**src/design/rpvm_pkg.sv**
```systemverilog
// Package for the RF power response / VSWR monitor.
// Holds the widths, the character codes, the command and status structs shared by the modules.
// Depends on nothing.
package rpvm_pkg;

  localparam int COUNT_BITS = 16;
  localparam logic [16:0] PWR_MAX  = 17'd99999;
  localparam logic [16:0] VSWR_MAX = 17'd99999;
  localparam logic [13:0] RL_MAX   = 14'd9999;
  localparam logic signed [14:0] DBM_FLOOR = -15'sd9990;
  localparam logic [20:0] DBM_K = 21'd1972830;
  localparam logic [24:0] RL_K  = 25'd19728302;

  localparam logic [1:0] ST_OK      = 2'd0;
  localparam logic [1:0] ST_FORMAT  = 2'd1;
  localparam logic [1:0] ST_FWDZERO = 2'd2;
  localparam logic [1:0] ST_NOTABOVE = 2'd3;

  localparam logic [7:0] CH_GT    = 8'h3E;
  localparam logic [7:0] CH_A     = 8'h41;
  localparam logic [7:0] CH_DOT   = 8'h2E;
  localparam logic [7:0] CH_COMMA = 8'h2C;
  localparam logic [7:0] CH_ZERO  = 8'h30;
  localparam logic [7:0] CH_ONE   = 8'h31;
  localparam logic [7:0] CH_NINE  = 8'h39;
  localparam logic [7:0] CH_E_LO  = 8'h65;
  localparam logic [7:0] CH_E_UP  = 8'h45;

  localparam logic CFG_OVR_FWD = 1'b0;
  localparam logic CFG_OVR_REF = 1'b1;

  // controller -> datapath
  typedef struct packed {
    logic take;      // consume character
    logic start;     // latch operands, check status
    logic log_f;     // run log on forward
    logic log_r;     // run log on reflected
    logic div_rho;   // R<<32 / F
    logic sqrt_rho;
    logic div_vswr;
    logic div_eff;
    logic mul_fdbm;
    logic mul_rdbm;
    logic mul_rl;
    logic commit;    // update held values
    logic finish;    // load output register, clear parse state
  } rpvm_cmd_t;

  // datapath -> controller
  typedef struct packed {
    logic busy;      // iterative unit running
    logic calc;      // status ok, run the math
  } rpvm_sts_t;

endpackage

```
**src/design/rpvm_ctrl.sv**
```systemverilog
// Controller state machine: sequences parsing and the iterative math steps.
// Depends on rpvm_pkg.
module rpvm_ctrl
  import rpvm_pkg::*;
(
  input  logic      clk,
  input  logic      rst,
  input  logic      in_valid,
  input  logic      in_last,
  output logic      in_ready,
  input  logic      out_free,
  input  rpvm_sts_t sts,
  output rpvm_cmd_t cmd
);

  typedef enum logic [13:0] {
    S_PARSE = 14'b00000000000001,
    S_START = 14'b00000000000010,
    S_LOGF  = 14'b00000000000100,
    S_LOGR  = 14'b00000000001000,
    S_MULF  = 14'b00000000010000,
    S_MULR  = 14'b00000000100000,
    S_MULL  = 14'b00000001000000,
    S_DIVR  = 14'b00000010000000,
    S_SQRT  = 14'b00000100000000,
    S_DIVV  = 14'b00001000000000,
    S_DIVE  = 14'b00010000000000,
    S_COMM  = 14'b00100000000000,
    S_WAIT  = 14'b01000000000000,
    S_FIN   = 14'b10000000000000
  } state_t;

  state_t state, state_next;
  logic   launched, launched_next;

  assign in_ready = (state == S_PARSE);

  // each unit state launches once, then waits for busy to drop
  always_comb begin
    cmd = '0;
    state_next = state;
    launched_next = launched;
    case (state)
      S_PARSE: begin
        if (in_valid) begin
          cmd.take = 1'b1;
          if (in_last) state_next = S_START;
        end
      end
      S_START: begin
        cmd.start = 1'b1;
        state_next = S_LOGF;
      end
      S_LOGF, S_LOGR, S_MULF, S_MULR, S_MULL, S_DIVR, S_SQRT, S_DIVV, S_DIVE: begin
        if (!launched) begin
          launched_next = 1'b1;
          cmd.log_f    = (state == S_LOGF);
          cmd.log_r    = (state == S_LOGR);
          cmd.mul_fdbm = (state == S_MULF);
          cmd.mul_rdbm = (state == S_MULR);
          cmd.mul_rl   = (state == S_MULL);
          cmd.div_rho  = (state == S_DIVR);
          cmd.sqrt_rho = (state == S_SQRT);
          cmd.div_vswr = (state == S_DIVV);
          cmd.div_eff  = (state == S_DIVE);
        end else if (!sts.busy) begin
          launched_next = 1'b0;
          case (state)
            S_LOGF: state_next = S_LOGR;
            S_LOGR: state_next = S_MULF;
            S_MULF: state_next = S_MULR;
            S_MULR: state_next = sts.calc ? S_MULL : S_WAIT;
            S_MULL: state_next = S_DIVR;
            S_DIVR: state_next = S_SQRT;
            S_SQRT: state_next = S_DIVV;
            S_DIVV: state_next = S_DIVE;
            S_DIVE: state_next = S_COMM;
            default: state_next = S_WAIT;
          endcase
        end
      end
      S_COMM: begin
        cmd.commit = 1'b1;
        state_next = S_WAIT;
      end
      S_WAIT: begin
        if (out_free) state_next = S_FIN;
      end
      S_FIN: begin
        cmd.finish = 1'b1;
        state_next = S_PARSE;
      end
      default: state_next = S_PARSE;
    endcase
  end

  always_ff @(posedge clk) begin
    if (rst) begin
      state <= S_PARSE;
      launched <= 1'b0;
    end else begin
      state <= state_next;
      launched <= launched_next;
    end
  end

endmodule

```
**config.mk**
```make
export PLATFORM = sky130hd
export DESIGN_NAME = rpvm_ctrl
export DESIGN_NICKNAME = d
export VERILOG_FILES = /design/src/design/rpvm_pkg.sv /design/src/design/rpvm_ctrl.sv
export SDC_FILE = /design/constraint.sdc
export NUM_CORES = 1
export LEC_CHECK = 0
export BUFFER_PORTS_ARGS = -buffer_cell sky130_fd_sc_hd__buf_2
export CORE_ASPECT_RATIO = 0.7
export CORE_UTILIZATION = 57
export CTS_CLUSTER_SIZE = 25
export DETAILED_ROUTE_END_ITERATION = 8
export PLACE_DENSITY = 0.81
export SYNTH_ARGS = -nofsm -noshare
export SYNTH_HDL_FRONTEND = slang
export SYNTH_SLANG_ARGS = --single-unit
```
**constraint.sdc**
```tcl
create_clock -name clk -period 6 [get_ports clk]
set_clock_uncertainty 0.2 [all_clocks]
set_input_delay 0.6 -clock clk [delete_from_list [all_inputs] [get_ports clk]]
set_output_delay 0.6 -clock clk [all_outputs]
set_load 0.005 [all_outputs]
```
==> impl_table.tex <==
\begin{tabular}{lr}
\hline
Metric & Value \\
\hline
\multicolumn{2}{l}{\textbf{Status}} \\
\quad Result of the run & complete, no violations \\
\multicolumn{2}{l}{\textbf{Floorplan}} \\
\quad Die X & 54.05 µm \\
\quad Area of the die & 2077 µm² \\
\quad Area of the core & 1682 µm² \\
\quad Floorplan die height & 38.44 µm \\
\quad Initial Utilization & 64.29\% \\
\quad Number of placed I/O pins & 21 \\
\quad Floorplan row count & 12 \\
\multicolumn{2}{l}{\textbf{Flow run}} \\
\quad Max-cap check violation count & 0 \\
\multicolumn{2}{l}{\textbf{Placed design}} \\
\quad Detail Placement HPWL & 2093 µm \\
\quad Routability congestion estimate from global placement & 0.9303 \\
\quad Count of input and output buffers & 20 \\
\multicolumn{2}{l}{\textbf{STA}} \\
\quad Slew @ Worst Pin & 0.6300 ns \\
\quad Post-route fraction of the period consumed by the critical path & 52.55\% \\
\quad Unrepaired setup endpoints after global routing & false \\
\quad Final TNS setup & 0 ns \\
\quad Count of final hold-check violations & 0 \\
\quad Total of endpoints with negative setup slack in the final report & 0 \\
\quad Max-slew violations & 0 \\
\quad Upper clock frequency limit & 317.2 MHz \\
\quad Max\_slew headroom & 57.61\% \\
\quad Min cycle time layout & 3.153 ns \\
\multicolumn{2}{l}{\textbf{Logic synthesis}} \\
\quad Count of distinct cell types in the synthesized netlist & 46 \\
\quad Count of flip-flops with a built-in enable after synthesis & 0 \\
\quad Sequential-to-total area share from yosys stat & 27.78\% \\
\quad Top-count cell post-synth & sky130\_fd\_sc\_hd\_\_dfxtp\_1 \\
\quad Cells after Synth & 132 \\
\quad Dominant synthesized flop cell & sky130\_fd\_sc\_hd\_\_dfxtp\_1 \\
\quad Top cell type by total area after synthesis & sky130\_fd\_sc\_hd\_\_dfxtp\_1 \\
\quad Synthesis warning total & 0 \\
\quad Cell area after technology mapping & 1081 µm² \\
\quad Share of async-settable or async-resettable flops after synthesis & 0\% \\
\quad Top cells by area, synth & sky130\_fd\_sc\_hd\_\_dfxtp\_1, sky130\_fd\_sc\_hd\_\_nor3\_1, sky130\_fd\_sc\_hd\_\_nor2\_1 \\
\quad Number of nets produced by synthesis & 139 \\
\quad Area share of the largest cell type after synthesis & 27.78\% \\
\quad \#FFs+latches synth & 15 \\
\quad Most numerous cell types in the synthesized netlist & sky130\_fd\_sc\_hd\_\_dfxtp\_1, sky130\_fd\_sc\_hd\_\_nor2\_1, sky130\_fd\_sc\_hd\_\_nor3\_1 \\
\quad Syn\_area\_per\_cell & 8.190 µm² \\
\multicolumn{2}{l}{\textbf{Clock network}} \\
\quad Clock sinks & 15 \\
\quad H-tree depth & 1 \\
\quad Clock tree from TritonCTS & built \\
\quad Maximum number of buffers from clock root to sink & 2 \\
\quad Number of buffers inserted during clock tree synthesis & 3 \\
\quad Buffer type at the clock tree root & sky130\_fd\_sc\_hd\_\_clkbuf\_4 \\
\quad Post-CTS Setup Repair Bufs & 0 \\
\quad Number of instances resized during post-cts repair & 0 \\
\quad Clock insertion delay at the later pin of the skew report & 0.30 ns \\
\quad Hold-fix buffers, CTS & 0 \\
\quad Clock-pin slew of the registers on the worst-case setup and hold paths & 0.09 ns \\
\multicolumn{2}{l}{\textbf{Setup path}} \\
\quad Launching point of the worst reg2reg path & state[4] \\
\quad Capturing element type of the critical path & output port \\
\quad Buf/Inv on CP & 1 \\
\quad Start-to-end type of the worst setup path & reg2out \\
\quad Delay of the slowest cell on the worst path & 0.61 ns \\
\quad Kind of launch point of the worst setup path & register \\
\quad CP Cell Sequence & nor4\_1 -> nand2\_2 -> nor3\_1 -> nand4\_1 -> nor2\_1 -> buf\_2 \\
\quad Worst Path Arrival & 2.35 ns \\
\quad Critical path's top delay family & simple AND/OR/NAND/NOR gates \\
\quad Setup slack of the most critical reg-to-reg path & 3.39 ns \\
\quad Largest fanout on the critical path & 8 \\
\quad Critical Path RT & 5.20 ns \\
\quad Destination of the worst register-to-register timing path & state[8] \\
\quad Depth of the worst register-to-register path & 6 \\
\quad Slowest cell on the critical path & sky130\_fd\_sc\_hd\_\_nor4\_1 \\
\multicolumn{2}{l}{\textbf{Routing}} \\
\quad DRC violation count after routing & 0 \\
\quad Wire per inst & 17.15 µm \\
\quad Vias after detailed routing & 1117 \\
\quad Drt via density & 6.571 \\
\quad Drt pass-1 iters & 4 \\
\quad Final ANT Viol Nets & 0 \\
\quad Detailed-route wire length & 2915 µm \\
\quad Iteration-0 DRC count of the detailed router & 58 \\
\multicolumn{2}{l}{\textbf{Global route}} \\
\quad Remaining global-route overflow & 0 \\
\quad Met2 layer usage reported by global route & 43.52\% \\
\quad Maximum number of pins on one net before global-route repair & 15 \\
\quad Global-route wire length before repair & 4519 µm \\
\quad Via count of the first global-routing pass & 915 \\
\quad Most utilized layer in the global route result & met1 \\
\quad Met3 track demand over resource & 8.333\% \\
\quad Overall fraction of global-route tracks in use & 31.87\% \\
\quad Number of antenna violations at the first check in global routing & 0 \\
\quad GR met1 Demand/Resource & 48.22\% \\
\multicolumn{2}{l}{\textbf{Worst hold path}} \\
\quad Worst min path class & reg2reg \\
\quad Hold Path End & state[9] \\
\quad Start point of the worst hold path & state[9] \\
\quad Worst hold stages & 2 \\
\multicolumn{2}{l}{\textbf{Power and ir drop}} \\
\quad Sequential Power Share & 37.7\% \\
\quad Clock power frac & 20.1\% \\
\quad Portion of total power attributed to combinational logic & 42.3\% \\
\quad Cell area power density & 265.9 nW/µm² \\
\quad Internal power & 0.1804 mW \\
\quad Post-route total power & 0.3144 mW \\
\quad Switching component of the power & 0.1340 mW \\
\quad Switching fraction of total power & 42.61\% \\
\quad Peak VDD IR & 0.0002354 V \\
\quad Pleak & 0.4679 nW \\
\multicolumn{2}{l}{\textbf{Finish}} \\
\quad Area growth from synthesis to final layout & 9.375\% \\
\quad Number of inserted filler cells in the final layout & 143 \\
\quad Final \#Nets & 157 \\
\quad Number of antenna diodes & 0 \\
\quad Proportion of layout cells with a drive suffix above 1 & 23.49\% \\
\hline
\end{tabular}
-- routing by layer --
layer	part of all wire (%)	wire length [µm]
met1	48	1406
met2	40	1160
met4	0.65	19
met3	11	329
met5	0	0
-- worst max-delay path by stage --
stage                   start     end  slack, ns  cells after the start
finish              state[10]  cmd[2]       2.85                      6
CTS                 state[10]  cmd[2]       2.89                      6
floorplan           state[10]  cmd[8]       3.58                      6
global route        state[10]  cmd[2]       2.65                      6
global placement    state[10]  cmd[3]       3.37                      6
detailed placement  state[10]  cmd[2]       3.25                      6
-- flip-flops by register name, summed over array words and instances, names as in the netlist --
name / count
launched: 1
state: 14
-- worst register-to-register path, stage by stage (launching register included) --
cell                      delay, ns
sky130_fd_sc_hd__dfxtp_1       0.41
sky130_fd_sc_hd__nor4_2        0.63
sky130_fd_sc_hd__nand4_1       0.39
sky130_fd_sc_hd__o32ai_1       0.33
sky130_fd_sc_hd__o31a_2        0.27
sky130_fd_sc_hd__nor4b_2       0.21
sky130_fd_sc_hd__a31o_1        0.12
-- logic make-up (layout without fill, tap and decap cells) --
logic type / Yosys count / in the layout / synth area share [%]
and+or+nand+nor: 70 / 70 / 40.62
xor gates and xnor gates: 3 / 3 / 2.431
DFF: 15 / 15 / 27.78
buffers and inverters: 11 / 28 / 6.481
AOI/OAI and AO/OA: 33 / 33 / 22.69
-- layout make-up --
class	instances	area, µm²	share of cell area (%)
multi-input combinational	106	710.7	60.11
tap	21	26.28	2.222
clock buffer	4	26.28	2.222
inverter	3	11.26	0.9524
timing repair buffer	21	107.6	9.101
sequential	15	300.3	25.40
-- metrics by stage --
stage	setup WS, ns	instance area [µm²]	hold WS [ns]	utilization, %	cells
6_report	2.847	1182	0.3826	70.31	170
3_5_place_dp	3.246	1156	0.3575	68.75	166
5_1_grt	2.651	1182	0.3888	70.31	170
4_1_cts	2.894	1182	0.3687	70.31	170
2_1_floorplan	3.580	1081	0.3096	-	132
3_3_place_gp	3.369	1156	0.3393	68.75	166
-- cell usage in the layout, fill, tap and decap left out, types with 2 or more instances in the layout --
master and n:
sky130_fd_sc_hd__o21ai_1 7, sky130_fd_sc_hd__inv_1 3, sky130_fd_sc_hd__buf_2 20, sky130_fd_sc_hd__dfxtp_1 15, sky130_fd_sc_hd__o21bai_1 2, sky130_fd_sc_hd__nor4b_1 2, sky130_fd_sc_hd__a21oi_1 8, sky130_fd_sc_hd__or4_1 5
sky130_fd_sc_hd__nand4_1 4, sky130_fd_sc_hd__nor3_1 12, sky130_fd_sc_hd__xor2_1 2, sky130_fd_sc_hd__nand2b_1 4, sky130_fd_sc_hd__a31o_1 2, sky130_fd_sc_hd__clkbuf_4 3, sky130_fd_sc_hd__nand2_1 6, sky130_fd_sc_hd__and3_1 4
sky130_fd_sc_hd__and2_1 2, sky130_fd_sc_hd__o21ai_0 5, sky130_fd_sc_hd__nand4b_1 5, sky130_fd_sc_hd__nor2_1 12, sky130_fd_sc_hd__nand3_1 2, sky130_fd_sc_hd__and4b_1 2, sky130_fd_sc_hd__nor4_2 2
-- power by group through the flow --
stage	clock [mW]	combinational (mW)	sequential, mW
floorplan	0	0.0932	0.116
finish	0.0630	0.133	0.118
global route	0.0643	0.145	0.119
global placement	0	0.129	0.120
detailed placement	0	0.130	0.120
CTS	0.0618	0.131	0.118
No activity file was read; power rests on OpenSTA's default activity.
